File: src/design/sitrd_pkg.sv
// Package with constants, control word types and microprogram for the radix text converter.
`default_nettype none

package sitrd_pkg;

  localparam int unsigned MAX_RADIX  = 16;
  localparam int unsigned VALUE_BITS = 32;

  localparam int unsigned RADIX_W = 5;
  localparam int unsigned CHAR_W  = 8;
  localparam int unsigned DATA_W  = 64;
  localparam int unsigned CIDX_W  = 2;

  localparam int unsigned REM_W      = $clog2(MAX_RADIX);
  localparam int unsigned TRIAL_W    = REM_W + 1;
  localparam int unsigned DIV_STEPS  = 8;
  localparam int unsigned DIV_CYCLES = (VALUE_BITS + DIV_STEPS - 1) / DIV_STEPS;
  localparam int unsigned MAG_W      = DIV_CYCLES * DIV_STEPS;
  localparam int unsigned DCNT_W     = (DIV_CYCLES > 1) ? $clog2(DIV_CYCLES) : 1;
  localparam int unsigned ND_W       = $clog2(VALUE_BITS + 1);
  localparam int unsigned BUF_AW     = $clog2(VALUE_BITS);
  localparam int unsigned PC_W       = 3;

  localparam logic [CIDX_W-1:0] CFG_RADIX       = 2'd0;
  localparam logic [CIDX_W-1:0] CFG_DIGITS_LOW  = 2'd1;
  localparam logic [CIDX_W-1:0] CFG_DIGITS_HIGH = 2'd2;

  localparam logic [RADIX_W-1:0] RADIX_RESET       = 5'd10;
  localparam logic [DATA_W-1:0]  DIGITS_LOW_RESET  = 64'h3736353433323130;
  localparam logic [DATA_W-1:0]  DIGITS_HIGH_RESET = 64'h4645444342413938;
  localparam logic [CHAR_W-1:0]  MINUS_CHAR        = 8'h2D;

  typedef enum logic [2:0] {
    OP_NONE,
    OP_LOAD,
    OP_DIV,
    OP_STORE,
    OP_SIGN,
    OP_EMIT
  } op_e;

  typedef enum logic [2:0] {
    COND_NEVER,
    COND_ALWAYS,
    COND_NO_START,
    COND_DIV_MORE,
    COND_QUOT_NZ,
    COND_MORE_DIGITS
  } cond_e;

  typedef struct packed {
    op_e             op;
    cond_e           cond;
    logic [PC_W-1:0] target;
  } ctrl_t;

  localparam logic [PC_W-1:0] PC_IDLE  = 3'd0;
  localparam logic [PC_W-1:0] PC_DIV   = 3'd1;
  localparam logic [PC_W-1:0] PC_STORE = 3'd2;
  localparam logic [PC_W-1:0] PC_SIGN  = 3'd3;
  localparam logic [PC_W-1:0] PC_EMIT  = 3'd4;
  localparam logic [PC_W-1:0] PC_DONE  = 3'd5;

  function automatic ctrl_t ucode(input logic [PC_W-1:0] pc);
    ctrl_t w;
    case (pc)
      PC_IDLE:  w = '{op: OP_LOAD,  cond: COND_NO_START,    target: PC_IDLE};
      PC_DIV:   w = '{op: OP_DIV,   cond: COND_DIV_MORE,    target: PC_DIV};
      PC_STORE: w = '{op: OP_STORE, cond: COND_QUOT_NZ,     target: PC_DIV};
      PC_SIGN:  w = '{op: OP_SIGN,  cond: COND_NEVER,       target: PC_IDLE};
      PC_EMIT:  w = '{op: OP_EMIT,  cond: COND_MORE_DIGITS, target: PC_EMIT};
      PC_DONE:  w = '{op: OP_NONE,  cond: COND_ALWAYS,      target: PC_IDLE};
      default:  w = '{op: OP_NONE,  cond: COND_ALWAYS,      target: PC_IDLE};
    endcase
    return w;
  endfunction

endpackage

`default_nettype wire

File: src/design/signed_integer_to_radix_digits_core.sv
// Microcoded converter from a signed integer to radix text, one character per strobe.
// Each digit takes repeated divide steps of eight quotient bits against the radix, plus one store.
// Busy stays high from the start transfer until the sequencer returns to its idle step.
// Results follow one per cycle after the divide loop; the receiver cannot stall them.
// Reset is asynchronous: registers return to radix ten and the default digit table.
// The sequencer then waits at its idle step.
`default_nettype none

module signed_integer_to_radix_digits_core (
  input  wire                               clk_i,
  input  wire                               rst_ni,
  input  wire                               start,
  output logic                              busy,
  input  wire signed [31:0]                 value_i,
  input  wire                               cfg_valid_i,
  output logic                              cfg_ready_o,
  input  wire [sitrd_pkg::CIDX_W-1:0]       cfg_index_i,
  input  wire [sitrd_pkg::DATA_W-1:0]       cfg_data_i,
  output logic                              out_valid_o,
  output logic [sitrd_pkg::CHAR_W-1:0]      out_char_o,
  output logic                              last_char_o
);
  import sitrd_pkg::*;

  logic [PC_W-1:0]       pc_q, pc_d;
  logic [RADIX_W-1:0]    radix_q;
  logic [DATA_W-1:0]     digits_low_q, digits_high_q;
  logic [MAG_W-1:0]      mag_q, mag_d;
  logic [REM_W-1:0]      rem_q, rem_d;
  logic [DCNT_W-1:0]     dcnt_q, dcnt_d;
  logic [ND_W-1:0]       nd_q, nd_d;
  logic                  neg_q, neg_d;
  logic [REM_W-1:0]      buf_q [VALUE_BITS];
  logic                  out_valid_d;
  logic [CHAR_W-1:0]     out_char_d;
  logic                  last_char_d;

  ctrl_t                 cw;
  logic                  jump;
  logic [TRIAL_W-1:0]    eff_radix;
  logic [VALUE_BITS-1:0] raw;
  logic [VALUE_BITS-1:0] raw_mag;
  logic [MAG_W-1:0]      div_mag;
  logic [REM_W-1:0]      div_rem;
  logic [TRIAL_W-1:0]    trial;
  logic [REM_W-1:0]      emit_digit;
  logic [3:0]            char_sel;
  logic [2*DATA_W-1:0]   table_bits;

  assign cfg_ready_o = 1'b1;
  assign busy        = (pc_q != PC_IDLE);
  assign cw          = ucode(pc_q);

  always_comb begin
    if (radix_q < RADIX_W'(2)) begin
      eff_radix = TRIAL_W'(2);
    end else if (radix_q > RADIX_W'(MAX_RADIX)) begin
      eff_radix = TRIAL_W'(MAX_RADIX);
    end else begin
      eff_radix = radix_q[TRIAL_W-1:0];
    end
  end

  assign raw     = value_i[VALUE_BITS-1:0];
  assign raw_mag = raw[VALUE_BITS-1] ? (~raw + VALUE_BITS'(1)) : raw;

  always_comb begin
    div_mag = mag_q;
    div_rem = rem_q;
    trial   = '0;
    for (int i = 0; i < DIV_STEPS; i++) begin
      trial   = {div_rem, div_mag[MAG_W-1]};
      div_mag = {div_mag[MAG_W-2:0], 1'b0};
      if (trial >= eff_radix) begin
        div_rem    = REM_W'(trial - eff_radix);
        div_mag[0] = 1'b1;
      end else begin
        div_rem = trial[REM_W-1:0];
      end
    end
  end

  assign emit_digit = buf_q[BUF_AW'(nd_q - ND_W'(1))];
  assign char_sel   = 4'(emit_digit);
  assign table_bits = {digits_high_q, digits_low_q};

  always_comb begin
    case (cw.cond)
      COND_NEVER:       jump = 1'b0;
      COND_ALWAYS:      jump = 1'b1;
      COND_NO_START:    jump = !start;
      COND_DIV_MORE:    jump = (dcnt_q != DCNT_W'(DIV_CYCLES - 1));
      COND_QUOT_NZ:     jump = (mag_q != '0);
      COND_MORE_DIGITS: jump = (nd_q != ND_W'(1));
      default:          jump = 1'b1;
    endcase
    pc_d = jump ? cw.target : (pc_q + PC_W'(1));
  end

  always_comb begin
    mag_d       = mag_q;
    rem_d       = rem_q;
    dcnt_d      = dcnt_q;
    nd_d        = nd_q;
    neg_d       = neg_q;
    out_valid_d = 1'b0;
    out_char_d  = out_char_o;
    last_char_d = last_char_o;
    case (cw.op)
      OP_LOAD: begin
        if (start) begin
          mag_d  = MAG_W'(raw_mag);
          neg_d  = raw[VALUE_BITS-1];
          rem_d  = '0;
          dcnt_d = '0;
          nd_d   = '0;
        end
      end
      OP_DIV: begin
        mag_d  = div_mag;
        rem_d  = div_rem;
        dcnt_d = (dcnt_q == DCNT_W'(DIV_CYCLES - 1)) ? '0 : (dcnt_q + DCNT_W'(1));
      end
      OP_STORE: begin
        rem_d = '0;
        nd_d  = nd_q + ND_W'(1);
      end
      OP_SIGN: begin
        out_valid_d = neg_q;
        out_char_d  = MINUS_CHAR;
        last_char_d = 1'b0;
      end
      OP_EMIT: begin
        out_valid_d = 1'b1;
        out_char_d  = table_bits[{char_sel, 3'b000} +: CHAR_W];
        last_char_d = (nd_q == ND_W'(1));
        nd_d        = nd_q - ND_W'(1);
      end
      OP_NONE: begin
      end
      default: begin
      end
    endcase
  end

  always_ff @(posedge clk_i or negedge rst_ni) begin
    if (!rst_ni) begin
      pc_q          <= PC_IDLE;
      radix_q       <= RADIX_RESET;
      digits_low_q  <= DIGITS_LOW_RESET;
      digits_high_q <= DIGITS_HIGH_RESET;
      out_valid_o   <= 1'b0;
      dcnt_q        <= '0;
      nd_q          <= '0;
    end else begin
      pc_q        <= pc_d;
      out_valid_o <= out_valid_d;
      dcnt_q      <= dcnt_d;
      nd_q        <= nd_d;
      if (cfg_valid_i && cfg_ready_o) begin
        case (cfg_index_i)
          CFG_RADIX:       radix_q       <= cfg_data_i[RADIX_W-1:0];
          CFG_DIGITS_LOW:  digits_low_q  <= cfg_data_i;
          CFG_DIGITS_HIGH: digits_high_q <= cfg_data_i;
          default: begin
          end
        endcase
      end
    end
  end

  always_ff @(posedge clk_i) begin
    mag_q       <= mag_d;
    rem_q       <= rem_d;
    neg_q       <= neg_d;
    out_char_o  <= out_char_d;
    last_char_o <= last_char_d;
    if (cw.op == OP_STORE) begin
      buf_q[nd_q[BUF_AW-1:0]] <= rem_q;
    end
  end

endmodule

`default_nettype wire

File: config.mk
export PLATFORM = sky130hd
export DESIGN_NAME = signed_integer_to_radix_digits_core
export DESIGN_NICKNAME = d
export VERILOG_FILES = /design/src/design/sitrd_pkg.sv /design/src/design/signed_integer_to_radix_digits_core.sv
export SDC_FILE = /design/constraint.sdc
export NUM_CORES = 1
export LEC_CHECK = 0
export BUFFER_PORTS_ARGS = -buffer_cell sky130_fd_sc_hd__buf_2
export CORE_MARGIN = 1.5
export CORE_UTILIZATION = 30
export DETAILED_ROUTE_END_ITERATION = 7
export HOLD_SLACK_MARGIN = 0.02
export PLACE_DENSITY_LB_ADDON = 0.2
export SLEW_MARGIN = 20
export SYNTH_ARGS = -nofsm -noshare
export SYNTH_HDL_FRONTEND = slang
export SYNTH_SLANG_ARGS = --single-unit
export TNS_END_PERCENT = 50
File: constraint.sdc
create_clock -name clk_i -period 17.49 [get_ports clk_i]
set_input_delay 0.8745 -clock clk_i [delete_from_list [all_inputs] [get_ports clk_i]]
set_output_delay 0.8745 -clock clk_i [all_outputs]
set_load 0.005 [all_outputs]
# After elaboration in Yosys (flattened, before gate mapping)
# Memories as Yosys holds them, arrays and structs flattened.
# Index checks and enable logic that the tools add are counted.
# Widths: inputs -> output; s select.
[word_totals]
ff_bits = 191
elab_cells = 111
memories = 1
ram_bits = 128
[op_classes]
bitwise_logic = 1
n_shift = 1
order_cmp = 10
n_mux = 36
n_reduce_logical = 17
n_eq_ne = 20
addsub = 13
[mem_list]
columns = ["name", "words", "word_bits", "rd", "rd_ports_with_merged_regs", "wr", "line_no", "text"]
rows = [
  ["buf_q", 32, 4, 1, 0, 1, "signed_integer_to_radix_digits_core.sv:33", "logic [REM_W-1:0] buf_q [VALUE_BITS];"],
]
[ops]
columns = ["cell", "n"]
rows = [
  ["$shiftx 128x8->8", 1],
  ["$mux 32", 2],
  ["$pmux 32 s2", 1],
  ["$pmux 9 s5", 1],
  ["$ge 5x5->1", 8],
  ["$mux 4", 9],
  ["$add 32x1->32 const B", 1],
  ["$not 32->32", 1],
  ["$reduce_bool 32->1", 1],
  ["$sub 4x4->4", 8],
  ["$eq 3x2->1 const B", 6],
  ["$pmux 6 s3", 1],
  ["$pmux 8 s2", 1],
  ["$eq 3x3->1 const B", 5],
  ["$reduce_and 2->1", 7],
  ["$pmux 4 s3", 1],
  ["$mux 1", 10],
  ["$mux 5", 2],
  ["$reduce_bool 3->1", 3],
  ["$add 6x1->6 const B", 1],
  ["$eq 3x1->1 const B", 2],
  ["$eq 6x1->1 const B", 1],
  ["$logic_not 3->1", 2],
  ["$mux 6", 1],
  ["17 further kinds", 22],
]

# Depth between registers and ports, before layout
[depth]
depth_word = 20
mapped_depth = 63
mapped_depth_nobuf = 57

# Worst setup path before layout
# No wires, ideal clock.
[synth_timing]
kind = "register -> register"
from = "reg radix_q[3]"
to = "reg rem_q[3], data pin"
path_stages_with_launch = 61
t_arrival_ps = 12573
synth_period_minus_slack_ps = 12720
required_time_ps = 17344
path_slack_ps = 4770
cell_sequence = "dfstp_2 nor2_1 o21ai_0 ha_1 a21o_1 a21o_1 a21o_1 a21oi_1 mux2_2 ha_1 a21o_1 a21o_1 a21o_1 mux2i_1 ha_1 a21o_1 a21o_1 a21o_1 [... 25 more ...] inv_1 ha_1 nor2b_1 o21ai_0 a31oi_1 o21ai_0 nor2b_1 clkbuf_1 mux2i_1 ha_1 a21o_1 a21o_1 a21o_1 a21o_1 clkbuf_1 nor3_1 a21oi_1 a21oi_1"
[synth_via]
elab_chain_cells = 20
elab_cells_between_ends = 29
cone_classes = "add/sub: 8; order compare: 10; mux: 11"
[synth_rtl]
columns = ["element", "line_no", "text"]
rows = [
  ["from (decl)", "signed_integer_to_radix_digits_core.sv:26", "logic [RADIX_W-1:0] radix_q;"],
  ["from (signal assigned)", "signed_integer_to_radix_digits_core.sv:162", "CFG_RADIX: radix_q <= cfg_data_i[RADIX_W-1:0];"],
  ["$gt 5x5->1", "signed_integer_to_radix_digits_core.sv:57", "end else if (radix_q > RADIX_W'(MAX_RADIX)) begin"],
  ["$mux 5", "signed_integer_to_radix_digits_core.sv:57", ""],
  ["$mux 5 *", "signed_integer_to_radix_digits_core.sv:55", "if (radix_q < RADIX_W'(2)) begin"],
  ["$sub 4x4->4 or $ge 5x5->1 (tied branches)", "signed_integer_to_radix_digits_core.sv:75, signed_integer_to_radix_digits_core.sv:74", ""],
  ["$mux 4", "signed_integer_to_radix_digits_core.sv:74", "if (trial >= eff_radix) begin"],
  ["$sub 4x4->4 or $ge 5x5->1 (tied branches)", "signed_integer_to_radix_digits_core.sv:75, signed_integer_to_radix_digits_core.sv:74", ""],
  ["$mux 4", "signed_integer_to_radix_digits_core.sv:74", ""],
  ["$sub 4x4->4 or $ge 5x5->1 (tied branches)", "signed_integer_to_radix_digits_core.sv:75, signed_integer_to_radix_digits_core.sv:74", ""],
  ["[... 4 more ...]", "-", ""],
  ["$mux 4", "signed_integer_to_radix_digits_core.sv:74", ""],
  ["$sub 4x4->4 or $ge 5x5->1 (tied branches)", "signed_integer_to_radix_digits_core.sv:75, signed_integer_to_radix_digits_core.sv:74", ""],
  ["$mux 4", "signed_integer_to_radix_digits_core.sv:74", ""],
  ["$sub 4x4->4 or $ge 5x5->1 (tied branches)", "signed_integer_to_radix_digits_core.sv:75, signed_integer_to_radix_digits_core.sv:74", ""],
  ["$mux 4", "signed_integer_to_radix_digits_core.sv:74", ""],
  ["$sub 4x4->4 or $ge 5x5->1 (tied branches)", "signed_integer_to_radix_digits_core.sv:75, signed_integer_to_radix_digits_core.sv:74", ""],
  ["$mux 4 *", "signed_integer_to_radix_digits_core.sv:74", ""],
  ["$pmux 4 s3 *", "signed_integer_to_radix_digits_core.sv:109", "case (cw.op)"],
  ["to (signal assigned)", "signed_integer_to_radix_digits_core.sv:174", "rem_q <= rem_d;"],
  ["to (decl)", "signed_integer_to_radix_digits_core.sv:29", "logic [REM_W-1:0] rem_q, rem_d;"],
]
# Mark *: on every way between the ends. The rest lies on a longest branch, timed or not.
# A chain may end at the register's enable or synchronous reset.

# Worst setup path after layout
[layout_timing]
from = "reg radix_q[4]"
to = "reg rem_q[3], data pin"
# The elaborated chain is that of the path after synthesis.

==> metrics.yaml <==
status: "finished, final reports clean"
drtIter0Drc: 858
skew_ps: 26.9
grt_max_degree: 99
root_buffer: "clkbuf_16"
crit_required_ps: 17880
h-tree-depth: 2
finalSetupTns_ps: 0
port_buffers: 112
yosys_warnings: 0
firstDrtPassIters: 5
synth_edf_count: 174
synth_cell_types: 75
die_h_um: 238
core_area_um2: 54200
cts_hold_buf: 0
synthCells: 1321
maxSlewViolCount: 0
synth_nets: 1482
grt_pass1_wl_um: 66600
ys_ff_latch: 319
cts_tree: "built"
final_net_count: 1576
numCtsBuffers: 38
clock-sinks: 319
async_reset_ff_share_pct: 45.5
ys.flop_type: "edfxtp_1"
wire_per_inst_um: 20.0
finalWirelength_um: 42900
slowest_delay_ps: 490
num_rows: 85
syn_area_per_cell_um2: 12.6
fin_crit_sh_pct: 76.9
fmax_mhz: 74.3
track_usage_pct: 15.2
die_area_um2: 56700
worstSetupStartpointType: "flip-flop"
synthTopCellsByCount: "174 x edfxtp_1, 148 x mux2_2, 105 x o21ai_0, 93 x dfrtp_1, 93 x nand3_1"
hold_viol_final: 0
cp_max_fo: 13
dp_hpwl_um: 29100
grt-ovfl-total: 0
synth_area_leaders: "edfxtp_1 32%, dfrtp_1 14%, mux2_2 10%"
cts_resized: 0
cts_setup_buffers: 0
crit_top_cell: "a21o_1"
io_pins: 114
synth.cell_area_um2: 16600
worstSetupPathType: "reg -> reg"
initial_utilization_pct: 30.6
via_per_inst: 5.12
netlist.top_cell.by_area: "edfxtp_1"
rsz0062_at_grt: "no"
synth_most_common_cell: "edfxtp_1"
routabilityCongestion: 0.774
clock_latency_ps: 560
setup_violations: 0
clk_pin_slew_ps: 60
hold_path.class: "in -> async"
drc: 0
maxCapViolCount: 0
worst_path_max_delay_cell: "o311a_1"
grt_pass1_vias: 11140
relSlewSlack_pct: 34.7
period_minus_slack_ps: 13460
insertedDiodeCount: 0
ant_nets: 0
via_count: 10966
worstPathArrival_ps: 13850
worst_slew_pin_slew_ps: 978
area_growth_pct: 14.9
clk_path_buf_depth: 3
yosysTopAreaCellShare_pct: 31.5
dpl-instance-area_um2: 17800
antenna_found_initial: 0
synth_seq_area_share_pct: 53.8
fin_area_um2: 19100
drive_above_1_share_pct: 30.5
die_w_um: 238
end_kind: "flip-flop"
[metrics by stage]
step           util [%]  setup WS, ps  hold slack [ps]  std cells
6_report           35.1          4030              398       2140
5_1_grt            35.1          2790              486       2140
4_1_cts            35.1          4030              467       2139
3_5_place_dp       32.8          4040              488       2070
3_3_place_gp       32.8          4500              480       2070
2_1_floorplan         -          4770              423       1321
[metal layers]
layer	global-route usage, %	wire (um)	part of all wire [%]
met5	0	0	0
met4	4.28	921	2.1
met2	24.2	19800	46
met1	21.2	20000	47
met3	2.70	2130	5.0
[worst paths after layout]
path	start	slack [ps]	depth (start not counted)	end
setup / recovery	radix_q[4]	4030	55	rem_q[3]
hold / removal	rst_ni	400	1	digits_low_q[22]
setup reg to reg	radix_q[4]	4030	55	rem_q[3]
hold reg to reg	digits_high_q[41]	500	1	digits_high_q[41]
max in group asynchronous	rst_ni	15780	2	digits_low_q[14]
min in group clk_i	digits_high_q[41]	500	1	digits_high_q[41]
[placed cells by master (no fill, tap or decap), types with 9 or more instances in the layout]
cell | netlist | layout
a21o_1 | 32 | 32
a21oi_1 | 29 | 29
buf_2 | 10 | 111
buf_4 | 3 | 17
clkbuf_16 | 0 | 39
dfrtp_1 | 93 | 92
dfstp_2 | 52 | 52
edfxtp_1 | 174 | 174
ha_1 | 51 | 51
inv_1 | 37 | 37
mux2_2 | 148 | 148
mux2i_1 | 35 | 35
mux4_2 | 28 | 28
nand2_1 | 77 | 77
nand2b_1 | 17 | 17
nand3_1 | 93 | 93
nand3b_1 | 9 | 9
nor2_1 | 55 | 55
nor3b_1 | 19 | 19
nor4_1 | 10 | 10
o21ai_0 | 105 | 103
o31ai_1 | 12 | 12
xnor2_1 | 14 | 14
xor2_1 | 33 | 33
[worst max-delay path: cells and delay by family (launching register included)]
kind            cells  cell delay, ps
compound gates     32            6360
fa+ha+maj           8            2430
flops               1             360
mux                 7            2480
buf+inv             2             460
simple gates        6            1230
[cell families after synthesis]
group	Yosys count	share of synthesized area [%]
compound gates	244	9.57
xor+xnor	50	2.91
fa+ha+maj	59	4.81
buf+inv	113	2.94
flops	319	53.8
mux	215	16.2
other cells	1	0.0226
simple gates	320	9.73
[registers in the layout, indices dropped and copies added, names as in the netlist]
| signal | flops |
|---|---|
| out_valid_o | 1 |
| last_char_o | 1 |
| dcnt_q | 2 |
| radix_q | 5 |
| nd_q | 6 |
| pc_q | 3 |
| neg_q | 1 |
| digits_high_q | 64 |
| buf_q | 128 |
| rem_q | 4 |
| out_char_o | 8 |
| digits_low_q | 64 |
| mag_q | 32 |
[final cells by class]
cell class / count / area, um2
clock inverter: 23 / 204
multi-input combinational: 889 / 7190
clock buffer: 46 / 1010
timing repair buffer: 130 / 722
sequential: 319 / 8920
inverter: 37 / 139
fill: 5369 / 35200
tap: 696 / 871
Power is not shown: default switching activity piles up to over one toggle a cycle in this logic, so the estimate is an artifact.
